### src/rtl/core/splk_pkg.sv
// ----------------------------------------------------------------------------
// splk_pkg
// Shared types and constants for the sorted pair key lookup unit.
// ----------------------------------------------------------------------------
package splk_pkg;

  localparam int unsigned DataW        = 32;
  localparam int unsigned KindW        = 2;
  localparam int unsigned MaxPairsDef  = 16;

  typedef enum logic [KindW-1:0] {
    KIND_CLEAR  = 2'd0,
    KIND_APPEND = 2'd1,
    KIND_LOOKUP = 2'd2
  } kind_e;

  // Commands from the controller to the datapath.
  typedef struct packed {
    logic clear;      // empty the list and drop both error flags
    logic append;     // try to append the pair on the input ports
    logic start;      // load the query key and open the search window
    logic probe_rd;   // read the key at the window midpoint
    logic probe_cmp;  // compare and narrow the window
    logic fetch_rd;   // read the lower-bound entry
    logic check;      // load the result into the output register
  } cmd_t;

  // Status from the datapath to the controller.
  typedef struct packed {
    logic span_zero;  // search window is empty
    logic out_busy;   // output register holds a beat that is not taken
  } status_t;

endpackage

### src/rtl/core/splk_ctrl.sv
// ----------------------------------------------------------------------------
// splk_ctrl
// Controller: accepts input beats and sequences the binary search steps.
// ----------------------------------------------------------------------------
module splk_ctrl (
  input  logic                         clk_i,
  input  logic                         rst_ni,
  input  logic                         in_valid_i,
  output logic                         in_ready_o,
  input  logic [splk_pkg::KindW-1:0]   kind_i,
  input  splk_pkg::status_t            status_i,
  output splk_pkg::cmd_t               cmd_o
);
  import splk_pkg::*;

  typedef enum logic [4:0] {
    ST_IDLE      = 5'b00001,
    ST_PROBE_RD  = 5'b00010,
    ST_PROBE_CMP = 5'b00100,
    ST_FETCH     = 5'b01000,
    ST_CHECK     = 5'b10000
  } state_e;

  state_e state_q, state_d;

  always_comb begin
    state_d    = state_q;
    cmd_o      = '0;
    in_ready_o = 1'b0;
    case (state_q)
      ST_IDLE: begin
        in_ready_o = 1'b1;
        if (in_valid_i) begin
          case (kind_i)
            KIND_CLEAR:  cmd_o.clear  = 1'b1;
            KIND_APPEND: cmd_o.append = 1'b1;
            KIND_LOOKUP: begin
              cmd_o.start = 1'b1;
              state_d     = ST_PROBE_RD;
            end
            default: ;  // unused kind: drop the beat
          endcase
        end
      end
      ST_PROBE_RD: begin
        if (status_i.span_zero) begin
          state_d = ST_FETCH;
        end else begin
          cmd_o.probe_rd = 1'b1;
          state_d        = ST_PROBE_CMP;
        end
      end
      ST_PROBE_CMP: begin
        cmd_o.probe_cmp = 1'b1;
        state_d         = ST_PROBE_RD;
      end
      ST_FETCH: begin
        cmd_o.fetch_rd = 1'b1;
        state_d        = ST_CHECK;
      end
      ST_CHECK: begin
        if (!status_i.out_busy) begin
          cmd_o.check = 1'b1;
          state_d     = ST_IDLE;
        end
      end
      default: state_d = ST_IDLE;
    endcase
  end

  always_ff @(posedge clk_i or negedge rst_ni) begin
    if (!rst_ni) begin
      state_q <= ST_IDLE;
    end else begin
      state_q <= state_d;
    end
  end

endmodule

### src/rtl/core/splk_dp.sv
// ----------------------------------------------------------------------------
// splk_dp
// Datapath: pair stores, list count, error flags, search window and result.
// ----------------------------------------------------------------------------
module splk_dp #(
  parameter int unsigned MaxPairs = splk_pkg::MaxPairsDef
) (
  input  logic                               clk_i,
  input  logic                               rst_ni,
  input  splk_pkg::cmd_t                     cmd_i,
  output splk_pkg::status_t                  status_o,
  input  logic signed [splk_pkg::DataW-1:0]  pair_key_i,
  input  logic signed [splk_pkg::DataW-1:0]  pair_value_i,
  input  logic signed [splk_pkg::DataW-1:0]  query_key_i,
  output logic                               out_valid_o,
  input  logic                               out_ready_i,
  output logic                               found_o,
  output logic signed [splk_pkg::DataW-1:0]  found_value_o,
  output logic                               order_error_o,
  output logic                               overflow_error_o
);
  import splk_pkg::*;

  localparam int unsigned CntW  = $clog2(MaxPairs + 1);
  localparam int unsigned AddrW = $clog2(MaxPairs);
  localparam logic [CntW-1:0] CntMax = CntW'(MaxPairs);

  // Pair stores, one write and one registered read per cycle
  logic signed [DataW-1:0] key_mem [MaxPairs];
  logic signed [DataW-1:0] val_mem [MaxPairs];

  logic [CntW-1:0]         count_q, count_d;
  logic                    order_q, order_d;
  logic                    ovf_q, ovf_d;
  logic [CntW-1:0]         lo_q, lo_d;
  logic [CntW-1:0]         span_q, span_d;
  logic                    out_valid_q, out_valid_d;
  logic                    fetch_ok_q;
  logic signed [DataW-1:0] last_key_q;
  logic signed [DataW-1:0] qk_q;
  logic signed [DataW-1:0] key_rd_q;
  logic signed [DataW-1:0] val_rd_q;
  logic                    found_q;
  logic signed [DataW-1:0] found_value_q;
  logic                    order_out_q;
  logic                    ovf_out_q;

  logic [CntW-1:0]  half;
  logic [CntW-1:0]  mid;
  logic             full;
  logic             out_of_order;
  logic             wr_en;
  logic             lo_in_list;
  logic             rd_en;
  logic [AddrW-1:0] rd_addr;
  logic             hit;

  assign half         = span_q >> 1;
  assign mid          = lo_q + half;
  assign full         = (count_q >= CntMax);
  assign out_of_order = (count_q != '0) && (pair_key_i <= last_key_q);
  assign wr_en        = cmd_i.append && !full && !out_of_order;
  assign lo_in_list   = (lo_q < count_q);
  assign rd_en        = cmd_i.probe_rd || (cmd_i.fetch_rd && lo_in_list);
  assign rd_addr      = cmd_i.fetch_rd ? lo_q[AddrW-1:0] : mid[AddrW-1:0];
  assign hit          = fetch_ok_q && (key_rd_q == qk_q);

  always_comb begin
    count_d     = count_q;
    order_d     = order_q;
    ovf_d       = ovf_q;
    lo_d        = lo_q;
    span_d      = span_q;
    out_valid_d = out_valid_q && !out_ready_i;
    if (cmd_i.clear) begin
      count_d = '0;
      order_d = 1'b0;
      ovf_d   = 1'b0;
    end
    if (cmd_i.append) begin
      if (full) begin
        ovf_d = 1'b1;
      end else if (out_of_order) begin
        order_d = 1'b1;
      end else begin
        count_d = count_q + 1'b1;
      end
    end
    if (cmd_i.start) begin
      lo_d   = '0;
      span_d = count_q;
    end
    if (cmd_i.probe_cmp) begin
      if (key_rd_q < qk_q) begin
        lo_d   = mid + 1'b1;
        span_d = span_q - half - 1'b1;
      end else begin
        span_d = half;
      end
    end
    if (cmd_i.check) begin
      out_valid_d = 1'b1;
    end
  end

  always_ff @(posedge clk_i or negedge rst_ni) begin
    if (!rst_ni) begin
      count_q     <= '0;
      order_q     <= 1'b0;
      ovf_q       <= 1'b0;
      lo_q        <= '0;
      span_q      <= '0;
      out_valid_q <= 1'b0;
    end else begin
      count_q     <= count_d;
      order_q     <= order_d;
      ovf_q       <= ovf_d;
      lo_q        <= lo_d;
      span_q      <= span_d;
      out_valid_q <= out_valid_d;
    end
  end

  // Payload registers
  always_ff @(posedge clk_i) begin
    if (wr_en) begin
      last_key_q <= pair_key_i;
    end
    if (cmd_i.start) begin
      qk_q <= query_key_i;
    end
    if (cmd_i.fetch_rd) begin
      fetch_ok_q <= lo_in_list;
    end
    if (cmd_i.check) begin
      found_q       <= hit;
      found_value_q <= hit ? val_rd_q : '0;
      order_out_q   <= order_q;
      ovf_out_q     <= ovf_q;
    end
  end

  always_ff @(posedge clk_i) begin
    if (wr_en) begin
      key_mem[count_q[AddrW-1:0]] <= pair_key_i;
      val_mem[count_q[AddrW-1:0]] <= pair_value_i;
    end
    if (rd_en) begin
      key_rd_q <= key_mem[rd_addr];
      val_rd_q <= val_mem[rd_addr];
    end
  end

  assign status_o.span_zero = (span_q == '0);
  assign status_o.out_busy  = out_valid_q && !out_ready_i;

  assign out_valid_o      = out_valid_q;
  assign found_o          = found_q;
  assign found_value_o    = found_value_q;
  assign order_error_o    = order_out_q;
  assign overflow_error_o = ovf_out_q;

endmodule

### src/rtl/core/sorted_pair_key_lookup_unit.sv
// ----------------------------------------------------------------------------
// sorted_pair_key_lookup_unit
// Sorted (key, value) list with lower-bound binary search lookup.
// ----------------------------------------------------------------------------
//
//   channel | handshake               | payload
//   --------+-------------------------+-------------------------------------
//   in      | in_valid_i/in_ready_o   | kind_i, pair_key_i, pair_value_i,
//           |                         | query_key_i
//   out     | out_valid_o/out_ready_i | found_o, found_value_o,
//           |                         | order_error_o, overflow_error_o
//
// A lookup loads the query key, runs at most floor(log2(entries)) + 1 probes,
// reads the lower-bound entry and loads the result; each probe reads the key
// store through its one registered port, then compares. Reset empties the list
// and drops both flags; the stores are not cleared. A result beat waits in the
// output register while clear and append beats keep flowing; a second lookup
// holds in its last step until the beat is taken.
// ----------------------------------------------------------------------------
module sorted_pair_key_lookup_unit #(
  parameter int unsigned MaxPairs = splk_pkg::MaxPairsDef
) (
  input  logic                               clk_i,
  input  logic                               rst_ni,
  input  logic                               in_valid_i,
  output logic                               in_ready_o,
  input  logic [splk_pkg::KindW-1:0]         kind_i,
  input  logic signed [splk_pkg::DataW-1:0]  pair_key_i,
  input  logic signed [splk_pkg::DataW-1:0]  pair_value_i,
  input  logic signed [splk_pkg::DataW-1:0]  query_key_i,
  output logic                               out_valid_o,
  input  logic                               out_ready_i,
  output logic                               found_o,
  output logic signed [splk_pkg::DataW-1:0]  found_value_o,
  output logic                               order_error_o,
  output logic                               overflow_error_o
);
  import splk_pkg::*;

  cmd_t    ctrl_cmd;
  status_t dp_status;

  // Sequence the search steps
  splk_ctrl u_ctrl (
    .clk_i      (clk_i),
    .rst_ni     (rst_ni),
    .in_valid_i (in_valid_i),
    .in_ready_o (in_ready_o),
    .kind_i     (kind_i),
    .status_i   (dp_status),
    .cmd_o      (ctrl_cmd)
  );

  // Hold the list, the flags, the search window and the result beat
  splk_dp #(
    .MaxPairs (MaxPairs)
  ) u_dp (
    .clk_i            (clk_i),
    .rst_ni           (rst_ni),
    .cmd_i            (ctrl_cmd),
    .status_o         (dp_status),
    .pair_key_i       (pair_key_i),
    .pair_value_i     (pair_value_i),
    .query_key_i      (query_key_i),
    .out_valid_o      (out_valid_o),
    .out_ready_i      (out_ready_i),
    .found_o          (found_o),
    .found_value_o    (found_value_o),
    .order_error_o    (order_error_o),
    .overflow_error_o (overflow_error_o)
  );

  // At most one command per cycle
  a_cmd_onehot: assert property (@(posedge clk_i) disable iff (!rst_ni)
    $onehot0(ctrl_cmd))
    else $error("controller issued more than one command");

  // Never overwrite a result beat that is still waiting
  a_check_free: assert property (@(posedge clk_i) disable iff (!rst_ni)
    ctrl_cmd.check |-> !dp_status.out_busy)
    else $error("result loaded over a pending beat");

  // A loaded result shows up as a valid beat
  a_check_valid: assert property (@(posedge clk_i) disable iff (!rst_ni)
    ctrl_cmd.check |=> out_valid_o)
    else $error("result loaded but no beat offered");

  // A lookup blocks the input until its search ends
  a_lookup_busy: assert property (@(posedge clk_i) disable iff (!rst_ni)
    ctrl_cmd.start |=> !in_ready_o)
    else $error("input taken during a search");

endmodule
### config.mk
export PLATFORM = sky130hd
export DESIGN_NAME = sorted_pair_key_lookup_unit
export DESIGN_NICKNAME = d
export VERILOG_FILES = /design/src/rtl/core/splk_pkg.sv /design/src/rtl/core/splk_ctrl.sv /design/src/rtl/core/splk_dp.sv /design/src/rtl/core/sorted_pair_key_lookup_unit.sv
export SDC_FILE = /design/constraint.sdc
export NUM_CORES = 2
export LEC_CHECK = 0
export BUFFER_PORTS_ARGS = -buffer_cell sky130_fd_sc_hd__buf_4
export CAP_MARGIN = 20
export CORE_ASPECT_RATIO = 0.7
export CORE_UTILIZATION = 56
export DETAILED_ROUTE_END_ITERATION = 8
export HOLD_SLACK_MARGIN = 0.02
export PLACE_DENSITY = 0.86
export SLEW_MARGIN = 20
export SYNTH_ARGS = -nofsm -noshare
export SYNTH_HDL_FRONTEND = slang
export SYNTH_HIERARCHICAL = 1
export SYNTH_SLANG_ARGS = --single-unit
### constraint.sdc
create_clock -name clk_i -period 7.1 [get_ports clk_i]
set_input_delay 0.355 -clock clk_i [delete_from_list [all_inputs] [get_ports clk_i]]
set_output_delay 0.355 -clock clk_i [all_outputs]
set_load 0.05 [all_outputs]
==> metrics.csv <==
stage,metric,value,unit
pwr,internal power,12.3,mW
worst_hold_path,WHS Path Cells,1,
critical_path,Setup Crit Path Kind,in -> reg,
route,drt total wl,110,mm
place,post-detail-place hpwl,57.9,mm
timing,RSZ-0062 raised after global routing,no,
cells_and_area,Fill cells,4983,
route,DR iter-0 viols,2974,
logic_synthesis,"Distinct cells, synth",68,
logic_synthesis,ys async rst share,1.90,%
critical_path,crit-path most repeated cell,buf_4,
timing,Max Freq,188,MHz
pwr,total power draw,16.4,mW
timing,final hold vios,0,
critical_path,CP required,7.38,ns
route,DRC viols,0,
pwr,P_sw,4.14,mW
pwr,Seq pwr share,49.4,%
clock_tree,H-tree depth,3,
floorplanning,die area,85900,um2
pwr,Lkg Pwr,18.4,nW
logic_synthesis,total number of yosys warnings,6,
clock_tree,post-CTS sizing,0,
logic_synthesis,register area share after synthesis,76.4,%
critical_path,WP data arrival,5.60,ns
place,gp weighted congestion,0.831,
clock_tree,CTS Buf Count,104,
critical_path,CP startpoint kind,input pin,
timing,Slew headroom,24.0,%
pwr,switch share,25.2,%
timing,Setup Viol. Count Final,0,
floorplanning,CORE AREA,83100,um2
logic_synthesis,Post-Syn Area per Cell,20.3,um2
cells_and_area,# nets final,2791,
worst_hold_path,Tightest Hold Check Type,in -> reg,
grt,antenna violations before repair,8,
timing,fin crit period,5.32,ns
grt,vias in the first global route,25900,
critical_path,Crit-path slowest cell,and3_4,
timing,Least-Margin Pin Slew,1.14,ns
clock_tree,clock insertion delay at the later pin of the skew report,0.69,ns
cells_and_area,"Cell Count, Final, Fillers Out",3811,
timing,Max Slew Vio Count,0,
clock_tree,CTS tree,yes,
job,max-cap viol count,0,
logic_synthesis,Mapped Cells,2340,
pwr,Worst VDD drop,0.289,mV
grt,GRT Residual Overflow,0,
cells_and_area,Layout Area Growth over Synthesis,14.4,%
grt,largest net degree at the start of global routing,133,
grt,first-pass GRT wire length,163,mm
clock_tree,Max clock buf depth,3,
clock_tree,Root Driver,clkbuf_16,
floorplanning,die width,350,um
grt,gr usage total,26.0,%
route,via count,24600,
place,Buffers on Ports,138,
cells_and_area,footprint of the multi-input gates,10500,um2
timing,final clock skew,0.0310,ns
logic_synthesis,"flops & latches, synth",1211,
pwr,Gate power share,15.8,%
floorplanning,I/O pins,139,
cells_and_area,layout cells sized above 1,23.2,%
route,Final ANT Viol Nets,0,
cells_and_area,"Core Util, Final",65.3,%
logic_synthesis,"Cell Area, Synth",47500,um2
route,Via density,6.46,
outcome,status,"finished, final reports clean",
clock_tree,Num Clock Sinks,1211,
critical_path,Critical Path Fanout Max,64,
timing,post-route setup TNS,0,ns
pwr,Pwr Density,303,nW/um2
critical_path,CP endpoint kind,flop,
floorplanning,FP Rows,88,
logic_synthesis,"Top FF cell, synth",edfxtp_1,
route,Routed WL per cell,28.9,um
critical_path,Reg2Reg Depth,10,
route,drt first pass iters,8,
floorplanning,Die H,246,um
place,placed cell count,3527,
clock_tree,clk slew on worst S/H paths,0.07,ns
cells_and_area,sequential standard cell area,36300,um2
timing,period utilization,74.9,%
floorplanning,Initial Util,57.1,%
logic_synthesis,"EDFF count, synth",1188,
logic_synthesis,net count of the mapped netlist,2527,
critical_path,Critical Path Max Stage Delay,1.02,ns
pwr,clock power share,34.8,%
critical_path,critical-path cell list,dlygate4sd3_1 -> buf_4 -> ha_1 -> nand4_2 -> nor4_2 -> or2b_1 -> o41ai_2 -> a2111oi_4 -> or2_2 -> buf_4 -> and3_4,
-- power groups by stage --
stage	combinational (mW)	clock, mW	sequential (mW)
floorplan	1.71	0	8.25
global placement	2.36	0	8.26
detailed placement	2.46	0	8.27
CTS	2.57	5.79	8.12
global route	2.74	6.05	8.12
finish	2.59	5.72	8.12
-- state kept, by name (all words and copies together) (netlist names), 5 cells and up --
signal / count
u_dp/qk_q: 32
u_dp/lo_q: 5
u_dp/key_rd_q: 32
u_dp/span_q: 5
u_dp/key_mem: 512
u_dp/count_q: 5
u_ctrl/state_q: 5
u_dp/found_value_o: 32
u_dp/val_rd_q: 32
u_dp/val_mem: 512
u_dp/last_key_q: 32
-- worst paths after layout --
| kind | start | endpoint | slack, ns |
|---|---|---|---|
| worst max-delay path | pair_key_i[31] | u_dp/val_mem[2][5] | 1.78 |
| max in group asynchronous | rst_ni | u_ctrl/state_q[0] | 6.67 |
| worst min-delay path | pair_key_i[20] | u_dp/last_key_q[20] | 0.04 |
| min in group asynchronous | rst_ni | u_dp/count_q[1] | 0.13 |
| worst max register to register | u_dp/last_key_q[31] | u_dp/val_mem[2][5] | 1.93 |
| worst min register to register | u_dp/ovf_q | u_dp/overflow_error_o | 0.46 |
-- synthesized netlist by cell type, drive strengths merged, types with 3 or more instances --
cell type	number	share of area, %
and2	100	1.3
nand2	151	1.2
clkbuf	61	0.48
xnor2	5	0.092
a21oi	34	0.36
buf	46	0.57
and4	4	0.079
a2111oi	3	0.095
mux4	256	12
nor4	5	0.092
edfxtp	1188	75
nor3	6	0.095
dfrtp	22	1.2
o21ai	20	0.21
nand2b	4	0.053
nand4	11	0.17
a211oi	69	1.1
mux2i	9	0.20
a21o	6	0.095
a31oi	65	0.86
or2	4	0.053
nor2b	8	0.11
and3	21	0.28
inv	87	0.69
mux2	4	0.10
nor2	22	0.17
nor3b	3	0.047
nand3	9	0.095
ha	83	2.2
-- repair_timing --
action	CTS	global route
hold endpoints to repair	995	0
hold buffers	93	0
setup buffers	0	0
-- worst max-delay path, delay by kind of cell --
family	cells	cell delay, ns
compound gates	2	0.74
fa+ha+maj	1	0.48
buf+inv	3	1.27
simple gates	5	2.69
-- metrics by stage --
stage               area, um2  setup WS (ns)  hold WS [ns]
finish                  54300           1.78        0.0422
global route            54300           1.74        0.0307
CTS                     54200           1.96        0.0215
detailed placement      49900           1.99         0.272
global placement        49800           2.27         0.266
floorplan               47500         0.0915        0.0594
-- cells in the final DEF, fill, tap and decap left out, types with 5 or more instances in the layout --
master / count
and3_1: 6
a21o_1: 5
clkbuf_16: 106
a31oi_1: 65
inv_1: 85
buf_16: 6
dlygate4sd3_1: 93
and2_1: 99
nor2b_1: 7
nand2_1: 151
edfxtp_1: 1188
buf_12: 5
a211oi_1: 69
clkinv_2: 15
clkbuf_1: 17
buf_4: 161
ha_1: 83
nor2_1: 21
mux4_2: 256
xnor2_1: 5
and3_4: 14
nand4_1: 9
bufinv_16: 12
nand3_1: 9
a21oi_1: 33
mux2i_1: 5
clkinv_1: 22
o21ai_0: 20
dfrtp_1: 22
-- final cells by class --
| class | count | share of cell area [%] |
|---|---|---|
| antenna | 3 | 0.0138 |
| tap | 1125 | 2.59 |
| timing repair buffer | 265 | 4.43 |
| inverter | 87 | 0.604 |
| sequential | 1211 | 66.8 |
| multi-input combinational | 935 | 19.4 |
| clock inverter | 62 | 1.22 |
| clock buffer | 123 | 5.00 |
-- metal layers --
| metal | track usage (%) | up-vias | routed length [um] |
|---|---|---|---|
| met5 | 0 | - | 57 |
| met2 | 43.1 | 1626 | 54500 |
| met4 | 9.44 | 10 | 4220 |
| met3 | 4.90 | 293 | 10500 |
| li1 | - | 10000 | - |
| met1 | 34.6 | 12700 | 40800 |
-- cells by family after synthesis --
family	share of synthesized area [%]
DFF	76.4
and+or+nand+nor	3.88
muxes	12.5
AOI/OAI and AO/OA	3.11
buffers and inverters	1.75
adders and majority gates	2.27
xor gates and xnor gates	0.145
Power figures use the tool's default switching activity.
